===== config.mk =====
export PLATFORM = sky130hd
export DESIGN_NAME = kpbs_ctrl
export DESIGN_NICKNAME = d
export VERILOG_FILES = /design/src/hdl/kpbs_pkg.sv /design/src/hdl/kpbs_ctrl.sv
export SDC_FILE = /design/constraint.sdc
export NUM_CORES = 1
export LEC_CHECK = 0
export BUFFER_PORTS_ARGS = -buffer_cell sky130_fd_sc_hd__buf_2
export CORE_AREA = 2 2 39 41
export CTS_CLUSTER_DIAMETER = 200
export DETAILED_ROUTE_END_ITERATION = 6
export DIE_AREA = 0 0 41 43
export PLACE_DENSITY = 0.51
export SLEW_MARGIN = 15
export SYNTH_ARGS = -nofsm -noshare
export SYNTH_HDL_FRONTEND = slang
export SYNTH_SLANG_ARGS = --single-unit

===== constraint.sdc =====
create_clock -name clk -period 3.5 [get_ports clk]
set_clock_uncertainty 0.2 [all_clocks]
set_input_delay 0.35 -clock clk [delete_from_list [all_inputs] [get_ports clk]]
set_output_delay 0.35 -clock clk [all_outputs]
set_load 0.01 [all_outputs]

===== src/hdl/kpbs_pkg.sv =====
// shared types and constants of the kerning pair search unit
`timescale 1ns / 1ps
`default_nettype none

package kpbs_pkg;

    // field widths of the words on the ports
    localparam int GLYPH_W  = 16;
    localparam int KERN_W   = 16;
    localparam int KEY_W    = 2 * GLYPH_W;
    localparam int SLOT_W   = 10;
    localparam int COUNT_W  = 11;
    localparam int ENTRY_W  = KEY_W + KERN_W;

    // default table size
    localparam int DEFAULT_TABLE_DEPTH = 1024;

    // request mode codes
    localparam logic MODE_STORE  = 1'b0;
    localparam logic MODE_LOOKUP = 1'b1;

    // controller to datapath commands
    typedef struct packed {
        logic store;
        logic start;
        logic step;
        logic hit;
        logic miss;
    } kpbs_cmd_t;

    // datapath to controller status
    typedef struct packed {
        logic open_now;
        logic open_next;
        logic hit;
    } kpbs_sts_t;

endpackage

`default_nettype wire


===== src/hdl/kpbs_ctrl.sv =====
// search controller: sequences store, probe and result steps
`timescale 1ns / 1ps
`default_nettype none

module kpbs_ctrl
    import kpbs_pkg::*;
(
    input  wire logic       clk,
    input  wire logic       rst_n,
    input  wire logic       in_valid,
    input  wire logic       in_mode,
    output logic            in_ready,
    output logic            out_valid,
    input  wire logic       out_ready,
    input  wire kpbs_sts_t  sts,
    output kpbs_cmd_t       cmd
);

    localparam logic [1:0] ST_IDLE  = 2'd0;
    localparam logic [1:0] ST_START = 2'd1;
    localparam logic [1:0] ST_PROBE = 2'd2;

    logic [1:0] state_reg;
    logic [1:0] state_next;
    logic       out_valid_reg;
    logic       out_valid_next;
    logic       accept;

    // take a word only when idle and the result slot is free or draining
    assign in_ready = (state_reg == ST_IDLE) && (!out_valid_reg || out_ready);
    assign accept   = in_valid && in_ready;

    // next state and commands
    always_comb
    begin
        state_next = state_reg;
        cmd        = '0;
        case (state_reg)
            ST_IDLE:
            begin
                if (accept)
                begin
                    if (in_mode == MODE_STORE)
                    begin
                        cmd.store = 1'b1;
                    end
                    else
                    begin
                        cmd.start  = 1'b1;
                        state_next = ST_START;
                    end
                end
            end
            ST_START:
            begin
                if (sts.open_now)
                begin
                    state_next = ST_PROBE;
                end
                else
                begin
                    cmd.miss   = 1'b1;
                    state_next = ST_IDLE;
                end
            end
            ST_PROBE:
            begin
                if (sts.hit)
                begin
                    cmd.hit    = 1'b1;
                    state_next = ST_IDLE;
                end
                else
                begin
                    cmd.step = 1'b1;
                    if (!sts.open_next)
                    begin
                        cmd.miss   = 1'b1;
                        state_next = ST_IDLE;
                    end
                end
            end
            default:
            begin
                state_next = ST_IDLE;
            end
        endcase
    end

    // result word valid flag
    always_comb
    begin
        out_valid_next = out_valid_reg;
        if (out_valid_reg && out_ready)
        begin
            out_valid_next = 1'b0;
        end
        if (cmd.hit || cmd.miss)
        begin
            out_valid_next = 1'b1;
        end
    end

    // control registers
    always_ff @(posedge clk or negedge rst_n)
    begin
        if (!rst_n)
        begin
            state_reg     <= ST_IDLE;
            out_valid_reg <= 1'b0;
        end
        else
        begin
            state_reg     <= state_next;
            out_valid_reg <= out_valid_next;
        end
    end

    assign out_valid = out_valid_reg;

endmodule

`default_nettype wire


After elaboration in Yosys (flattened, before gate mapping)
Cells that the tools add are included.

Eq/ne operators: 5. Mux-type cells: 19. Reductions and logical operators: 9.

Operators by type and width (number): 2-to-1 mux 2 bit (8); 2-to-1 mux 1 bit (9); one-hot mux 2 bit (3 select lines) (1); != test 2 bit (second input constant) (2); logical AND 1 bit (3); != test 3 bit (second input constant) (1); AND reduction 3 bit (1); == test 2 x 1 -> 1 bit (second input constant) (1); == test 2 bit (second input constant) (1); logical NOT 2 bit (1); logical OR 1 bit (2); one-hot mux 1 bit (2 select lines) (1); nonzero test 2 bit (1); logical NOT 1 bit (1).

Register bits: 3. Input port bits: 8. Word-level logic and storage cells: 35.

Depth between registers and ports, before layout
Gate-level depths: netlist (run 1).

Word-level depth: 6. Depth in mapped cells: 6.

Worst setup path before layout (run 1)
Ideal clock, no wire load.

Kind: reg2out. From: register state_reg[0]. To: output port cmd[4] (netlist name). Data arrival time: 1.127 ns. Required time: 2.950 ns. Setup slack: 1.823 ns. Cell stages (with the launch flop): 5. Cells stage by stage: dfrtp_1 inv_1 ha_1 nor2b_1 and3b_1.

RTL lines: from (decl) (line kpbs_ctrl.sv:23) `logic [1:0] state_reg;`; from (signal assigned) (line kpbs_ctrl.sv:114) `state_reg <= state_next;`; to (decl) (line kpbs_ctrl.sv:16) `output kpbs_cmd_t cmd`.

==> impl_metrics.json, run 1 <==
{
  "end_kind": "output port",
  "dieArea_sq_mm": 0.00176,
  "dr.first_iter.drc_count": 3,
  "ys_seq_area_share_pct": 30.0,
  "yosysWarnings": 0,
  "slowest_delay_ns": 0.38,
  "ios": 15,
  "postSynthCellCount": 28,
  "fin_crit_sh_pct": 55.1,
  "status": "finished, final reports clean",
  "fin_hold_ws_ns": 0.183,
  "synth-seq-cells": 3,
  "fin_nets": 60,
  "syn_area_per_cell_sq_um": 8.94,
  "power_frac_comb_pct": 53.6,
  "syn2layout_area_growth_pct": 50.5,
  "clkSinkCount": 3,
  "leakagePower_nw": 0.209,
  "dr.pass1.iters": 4,
  "tritoncts": "yes",
  "synth_ff_type": "dfrtp_1",
  "ys_top_cells_by_count": "ha_1 (4), a21oi_1 (3), dfrtp_1 (3), nand2_1 (3)",
  "final.setup.tns_ns": 0,
  "hp-class": "in2reg",
  "period_minus_slack_ns": 1.93,
  "synth_cell_types": 16,
  "max_cap_violations": 0,
  "dieHeight_um": 43,
  "final_max_slew_viol_count": 0,
  "core-area_sq_mm": 0.00138,
  "critPathSlowestCell": "dfrtp_1",
  "clk_path_buf_depth": 2,
  "power_frac_seq_pct": 22.9,
  "htreeDepth": 1,
  "synth_async_sr_flop_share_pct": 100,
  "vdd_drop_max_mv": 0.169,
  "yosysTopAreaCell": "dfrtp_1",
  "p_sw_share_pct": 39.4,
  "port_buffers": 14,
  "clkPwrFrac_pct": 23.5,
  "viasPerCell": 4.08,
  "numCtsBuffers": 3,
  "setup_viol": 0,
  "drt_wl_total_um": 584,
  "synth-edff-count": 0,
  "cts_setup_buffers": 0,
  "finalWeightedCongestion": 0.694,
  "critPathKind": "reg2out",
  "path_cells": "inv_1 > ha_1 > a21boi_1 > buf_2",
  "ant_nets": 0,
  "rsz0062_at_grt": "false",
  "p_sw_mw": 0.105,
  "synth_most_common_cell": "ha_1",
  "drive_above_1_share_pct": 40.4,
  "worstPathMaxFanout": 3,
  "grt_pass1_wl_um": 890,
  "syn-num-nets": 40,
  "clock_latency_ns": 0.24,
  "start_kind": "register",
  "cp.arrival_ns": 1.38,
  "slew_headroom_pct": 84.8,
  "intPower_mw": 0.161,
  "start_util_pct": 18.1,
  "antenna_found_initial": 0,
  "worst_slew_pin_slew_ns": 0.228,
  "rows": 14,
  "fillers": 165,
  "dp_hpwl_um": 495,
  "netlist_top_cells_area": "dfrtp_1 (30%), ha_1 (20%), a21oi_1 (6.0%), nor2b_1 (5.0%), nor3b_2 (5.0%)",
  "antenna_cells": 0,
  "seqCellArea_sq_um": 75.1,
  "multi_input_area_sq_um": 168,
  "drc": 0,
  "grt-ovfl-total": 0,
  "clockRootBuffer": "clkbuf_4",
  "grt_max_degree": 5,
  "clk_pin_slew_ns": 0.03,
  "synth_top_area_share_pct": 30.0,
  "final_hold_viol_count": 0,
  "dr_total_vias": 257,
  "grt_pass1_vias": 236,
  "fp.dieW_um": 41,
  "grt_usage_pct": 8.54,
  "fmax_ghz": 0.519,
  "largest_reg_flops": 2,
  "synth_area_sq_um": 250,
  "cellPowerDensity_mw_per_mm2": 707,
  "cp.required_ns": 2.95,
  "wl_per_cell_um": 9.27
}
==> cells by family after synthesis <==
family | synth area share (%)
buffers and inverters | 3.00
AO/OA/AOI/OAI | 15.0
adder cells (fa/ha/maj) | 20.0
flip-flops | 30.0
AND/OR/NAND/NOR | 32.0
==> critical path: cells and delay by family (launching register included) <==
family,cells,cell delay [ns]
flip-flops,1,0.38
buffers and inverters,2,0.27
adder cells (fa/ha/maj),1,0.27
AO/OA/AOI/OAI,1,0.24
==> through the flow <==
| stage | total power, mW | setup slack [ns] | instances | cell area [sq um] | util (%) |
|---|---|---|---|---|---|
| after floorplan | 0.157 | 1.82 | 28 | 250 | - |
| after global placement | 0.205 | 1.83 | 58 | 340 | 24.6 |
| after detailed placement | 0.205 | 1.80 | 58 | 340 | 24.6 |
| after CTS | 0.271 | 1.54 | 63 | 377 | 27.2 |
| after global routing | 0.299 | 1.41 | 63 | 377 | 27.2 |
| final | 0.266 | 1.57 | 63 | 377 | 27.2 |
==> path summary, 6_finish.rpt <==
path,end,slack [ns],cells past startpoint,start
max,cmd[0],1.57,4,state_reg[1]
min,state_reg[1],0.18,2,sts[2]
max reg2reg,out_valid,1.92,4,state_reg[1]
min reg2reg,state_reg[0],0.34,2,state_reg[0]
max in group asynchronous,state_reg[1],2.74,2,rst_n
min in group asynchronous,out_valid,0.24,2,rst_n
==> metal layers <==
layer  part of all wire, %  up-vias  global-route usage, %
met5                     0        -                      0
met4                     0        0                   10.0
met3                   6.3        0                   3.14
met2                    52        9                   13.1
met1                    42      116                   7.10
li1                      -      132                      -
==> cells in the final DEF (no fill, tap or decap) <==
cell,n
a41o_1,1
nor2_1,2
o21ai_1,1
nand2b_1,1
inv_1,2
clkbuf_1,1
nor3b_2,1
ha_1,4
buf_2,14
and3b_1,1
nand2_1,3
a21boi_1,1
nor2b_1,2
a21oi_1,3
clkbuf_4,3
nor2b_2,1
or3_1,1
dlygate4sd3_1,1
dfrtp_1,3
and2_1,1
==> layout make-up <==
type	count	share of cell area, %
well taps	16	5.32
multi-input cells	23	44.5
clock buffers	4	6.98
flip-flops and latches	3	19.9
inverters	2	1.99
repair buffers	15	21.3
==> power groups by stage <==
stage	Clock (mW)	Combinational, mW	Sequential [mW]
CTS	0.0650	0.145	0.0614
global placement	0	0.144	0.0605
floorplan	0	0.0946	0.0621
global route	0.0685	0.166	0.0644
detailed placement	0	0.142	0.0625
finish	0.0627	0.143	0.0609
==> repair_timing <==
| action | CTS | global route |
|---|---|---|
| hold endpoints to repair | 3 | 0 |
| resized for setup | 0 | 0 |
| hold buffers | 1 | 0 |
(Power assumes the default switching activity.)
==> run 2: changes to the inputs <==
- clock period: 3.5 -> 1.9 ns (I/O delays scaled with it)
==> run 2 against run 1 <==
Count of clock-buffer cells in the layout did not move. Non-clock buffer count is the same. Critical path depth increased by 1. Cell area stayed put. Wire length decreased by 1.4%. Worst setup slack got worse by 1.4 ns. Largest power group unchanged. Largest cell class unchanged.
==> impl_metrics.json, run 2 (synthesis results as in run 1) <==
{
  "drt_wl_total_um": 576,
  "fin_nets": 60,
  "dieHeight_um": 43,
  "cp.arrival_ns": 1.38,
  "grt_pass1_wl_um": 903,
  "dr_total_vias": 253,
  "leakagePower_nw": 0.209,
  "grt-ovfl-total": 0,
  "final.setup.tns_ns": 0,
  "dr.first_iter.drc_count": 2,
  "final_common_cell": "buf_2",
  "viasPerCell": 4.02,
  "cp.required_ns": 1.51,
  "wl_per_cell_um": 9.14,
  "largest_reg_flops": 2,
  "total_power_mw": 0.479,
  "ios": 15,
  "cellPowerDensity_mw_per_mm2": 1270,
  "worst_slew_pin_slew_ns": 0.191,
  "fp.dieW_um": 41,
  "period_minus_slack_ns": 1.77,
  "worstPathMaxFanout": 4,
  "rows": 14,
  "core-area_sq_mm": 0.00138,
  "clkSinkCount": 3,
  "multi_input_area_sq_um": 168,
  "drc": 0,
  "syn2layout_area_growth_pct": 50.5,
  "fin_crit_sh_pct": 93.1,
  "grt_pass1_vias": 243,
  "dr.pass1.iters": 2,
  "rsz0062_at_grt": "false",
  "finalWeightedCongestion": 0.714,
  "dpl_cell_area_sq_um": 340,
  "clock_latency_ns": 0.23,
  "grt_usage_pct": 8.22,
  "vdd_drop_max_mv": 0.422,
  "hp-class": "in2reg",
  "clk_pin_slew_ns": 0.03,
  "final_hold_viol_count": 0,
  "ant_nets": 0,
  "start_kind": "register",
  "start_util_pct": 18.1,
  "htreeDepth": 1,
  "mostFrequentLayoutCells": "buf_2 (14), ha_1 (4)",
  "final_max_slew_viol_count": 0,
  "post_cts_resize_count": 0,
  "clockRootBuffer": "clkbuf_4",
  "clk_path_buf_depth": 2,
  "status": "finished, final reports clean",
  "setup_viol": 0,
  "end_kind": "output port",
  "fmax_ghz": 0.565,
  "antenna_cells": 0,
  "seqCellArea_sq_um": 75.1,
  "tritoncts": "yes",
  "drive_above_1_share_pct": 40.4,
  "dieArea_sq_mm": 0.00176,
  "max_cap_violations": 0,
  "numCtsBuffers": 3,
  "dp_hpwl_um": 534,
  "critPathKind": "reg2out",
  "fillers": 160,
  "slew_headroom_pct": 87.2,
  "antenna_found_initial": 0,
  "port_buffers": 14,
  "grt_max_degree": 5,
  "final_area_sq_um": 377
}
-- run 2: cell counts in the layout (fill, tap and decap cells not counted) --
Identical to the previous run, type by type.
-- run 2: path summary, 6_finish.rpt --
| kind | cells past startpoint | endpoint | slack (ns) | startpoint |
|---|---|---|---|---|
| setup / recovery | 5 | cmd[4] | 0.13 | state_reg[0] |
| hold / removal | 2 | state_reg[1] | 0.03 | sts[2] |
| setup reg to reg | 4 | out_valid | 0.36 | state_reg[0] |
| hold reg to reg | 2 | state_reg[0] | 0.35 | state_reg[0] |
| max in group asynchronous | 2 | out_valid | 1.29 | rst_n |
| min in group asynchronous | 2 | state_reg[0] | 0.09 | rst_n |
-- run 2: repair_timing --
item | CTS | global route
hold buffers | 1 | 0
endpoints found under the hold margin | 3 | 0
setup endpoints to repair | 0 | 0
buffers inserted | 0 | 0
-- run 2: critical path, cell delays in order (launching register included) --
cell and delay, ns:
dfrtp_1 0.38, inv_1 0.11, ha_1 0.21, nor2b_1 0.17, and3b_1 0.16, buf_2 0.12
-- run 2: layer usage --
layer | part of all wire, % | routed length (um) | track usage [%]
met1 | 43 | 250 | 7.69
met2 | 51 | 295 | 12.5
met3 | 5.2 | 30 | 4.71
met4 | 0 | 0 | 6.00
met5 | 0 | 0 | 0
-- run 2: area by class of cell --
type | instances | share of cell area [%]
clock buffer | 4 | 6.98
inverter | 2 | 1.99
multi-input combinational | 23 | 44.5
sequential | 3 | 19.9
tap | 16 | 5.32
timing repair buffer | 15 | 21.3
-- run 2: through the flow --
step           utilization (%)  worst slack, ns  std cells  hold slack, ns
2_1_floorplan                -            0.358         28          -0.306
5_1_grt                   27.2          0.00544         63          0.0352
3_5_place_dp              24.6            0.349         58          -0.201
3_3_place_gp              24.6            0.366         58          -0.205
4_1_cts                   27.2            0.116         63          0.0349
6_report                  27.2            0.131         63          0.0321
-- run 2: power by group --
group          switching, mW  internal [mW]
Clock                 0.0295         0.0784
Sequential            0.0167         0.0931
Combinational          0.137          0.124
==> run 3: changes to the inputs <==
- ABC_AREA: not set -> 1
- PLACE_DENSITY: 0.51 -> 0.55
==> run 3 against run 2 <==
Core utilization up 3.8 points. Sequential share of layout area down 2.4 points. Count of clock-buffer cells in the layout unchanged. Fmax increased by 3.7%. Global-route usage shrank 0.068 points. Non-clock buffer count is the same. Synthesized cell count up 46%.
==> impl_metrics.json, run 3 <==
{
  "p_sw_share_pct": 42.7,
  "clock_latency_ns": 0.23,
  "synth_top_area_share_pct": 25.3,
  "viasPerCell": 3.86,
  "r2r-end": "state_reg[1]",
  "grt_pass1_wl_um": 910,
  "clockRootBuffer": "clkbuf_4",
  "synth_top_family_by_area": "simple AND/OR/NAND/NOR gates",
  "rows": 14,
  "antenna_cells": 0,
  "synth_cell_types": 15,
  "syn2layout_area_growth_pct": 44.7,
  "grt-ovfl-total": 0,
  "grt_usage_pct": 8.16,
  "clkPwrFrac_pct": 20.1,
  "fin_crit_sh_pct": 89.8,
  "fillers": 160,
  "power_frac_comb_pct": 59.2,
  "postLayoutCoreUtil_pct": 31.0,
  "synthXorXnorAreaFrac_pct": 0,
  "dr.pass1.iters": 2,
  "synth_area_sq_um": 297,
  "tritoncts": "yes",
  "wl_per_cell_um": 7.58,
  "finalWeightedCongestion": 0.679,
  "fin_nets": 73,
  "ios": 15,
  "total_power_mw": 0.538,
  "p_sw_mw": 0.230,
  "ant_nets": 0,
  "postSynthCellCount": 41,
  "ys_seq_area_share_pct": 25.3,
  "fmax_ghz": 0.586,
  "synth_most_common_cell": "nand2_1",
  "numCtsBuffers": 3,
  "max_cap_violations": 0,
  "reg2reg_slack_ns": 0.48,
  "dr_total_vias": 293,
  "final_hold_viol_count": 0,
  "vdd_drop_max_mv": 0.429,
  "worstPathMaxFanout": 4,
  "ys_top_cells_by_count": "nand2_1 (11), inv_1 (9), ha_1 (4)",
  "fp.dieW_um": 41,
  "crit_start": "state_reg[0]",
  "clk_path_buf_depth": 2,
  "instances_no_fill": 76,
  "antenna_found_initial": 0,
  "largest_reg_flops": 2,
  "drive_above_1_share_pct": 43.3,
  "core-area_sq_mm": 0.00138,
  "final.setup.tns_ns": 0,
  "synth_simple_gate_area_share_pct": 38.4,
  "synth_compound_area_share_pct": 5.49,
  "start_util_pct": 21.4,
  "drt_wl_total_um": 576,
  "cellPowerDensity_mw_per_mm2": 1250,
  "yosysTopAreaCell": "dfrtp_1",
  "synth-seq-cells": 3,
  "synth_ff_type": "dfrtp_1",
  "synth-adder-area-share_pct": 16.9,
  "cp.arrival_ns": 1.32,
  "worst_slew_pin_slew_ns": 0.176,
  "clkSinkCount": 3,
  "critPathKind": "reg2out",
  "final_common_cell": "buf_2",
  "power_frac_seq_pct": 20.7,
  "drc": 0,
  "dp_cells": 71,
  "cp.required_ns": 1.51,
  "rsz0062_at_grt": "false",
  "end_kind": "output port",
  "cts_setup_buffers": 0,
  "grt_max_degree": 5,
  "hp-class": "in2async",
  "intPower_mw": 0.308,
  "final_max_slew_viol_count": 0,
  "grt_pass1_vias": 264,
  "leakagePower_nw": 0.263,
  "syn-num-nets": 53,
  "period_minus_slack_ns": 1.71,
  "htreeDepth": 1,
  "mostFrequentLayoutCells": "buf_2 (14), nand2_1 (11), inv_1 (9)",
  "reg2regPathDepth": 6,
  "synth-edff-count": 0,
  "netlist_top_cells_area": "dfrtp_1 (25%), ha_1 (17%), nand2_1 (14%), inv_1 (11%), nor2_4 (7.6%)",
  "r2r-start": "state_reg[0]",
  "port_buffers": 14,
  "dp_hpwl_um": 509,
  "slew_headroom_pct": 88.2,
  "synth_mux_area_share_pct": 0,
  "yosysWarnings": 0,
  "dr.first_iter.drc_count": 2,
  "dieArea_sq_mm": 0.00176,
  "synth_async_sr_flop_share_pct": 100,
  "setup_viol": 0,
  "syn_area_per_cell_sq_um": 7.23,
  "dieHeight_um": 43,
  "start_kind": "register",
  "status": "finished, final reports clean",
  "clk_pin_slew_ns": 0.04
}
-- run 3: cell types whose count changed in the layout (fill, tap and decap cells not counted), sizes merged, moves of 2 or more --
cell / before / now
nand2: 3 / 11
nand3: 0 / 2
inv: 2 / 11
nor2: 2 / 5
nor2b: 3 / 0
a21oi: 3 / 0
-- run 3: repair_timing --
item	in CTS	in global routing
resized for setup	0	1
hold buffers	1	0
setup endpoints to repair	0	1
endpoints found under the hold margin	3	0
-- run 3: area by class of cell --
cell class,instances,area (sq um),share of cell area (%)
Timing Repair Buffer,15,80.1,18.7
Tap cell,16,20.0,4.66
Inverter,11,41.3,9.62
Multi-Input combinational cell,27,186,43.4
Sequential cell,3,75.1,17.5
Clock buffer,4,26.3,6.12
-- run 3: cells by family (layout without fill, tap and decap cells) --
family                   after synthesis  count (layout)
flip-flops                             3               3
AO/OA/AOI/OAI                          2               2
buffers and inverters                 11              30
adder cells (fa/ha/maj)                4               4
AND/OR/NAND/NOR                       21              21
-- run 3: power by group through the flow --
stage	combinational (mW)	clock [mW]	sequential (mW)
floorplan	0.225	0	0.116
detailed placement	0.318	0	0.113
CTS	0.321	0.113	0.112
finish	0.319	0.108	0.111
global route	0.369	0.125	0.119
global placement	0.320	0	0.112
-- run 3: stage by stage --
step / setup WS, ns / instance area (sq um) / hold slack [ns]
after floorplan: 0.395 / 297 / -0.306
after global placement: 0.412 / 387 / -0.213
after detailed placement: 0.400 / 387 / -0.212
after CTS: 0.149 / 423 / 0.0764
after global routing: 0.0231 / 429 / 0.0706
final: 0.195 / 429 / 0.0812
-- run 3: worst max path at each step --
stage,endpoint,cells past startpoint
finish,cmd[4],5
global route,cmd[4],5
CTS,cmd[4],5
detailed placement,cmd[0],7
global placement,cmd[4],5
floorplan,cmd[4],4
-- run 3: per-layer routing --
layer | up-vias | share of wire [%] | global-route usage, % | wire length, um
li1 | 159 | - | - | -
met1 | 127 | 36 | 7.47 | 208
met2 | 7 | 56 | 13.4 | 325
met3 | 0 | 7.3 | 3.14 | 42
met4 | 0 | 0 | 6.00 | 0
met5 | - | 0 | 0 | 0
-- run 3: worst max-delay path, cell delays in order, from the launching register on --
cell and delay (ns):
dfrtp_1 0.38, inv_1 0.11, ha_1 0.16, inv_2 0.06
nor4_2 0.22, buf_2 0.16
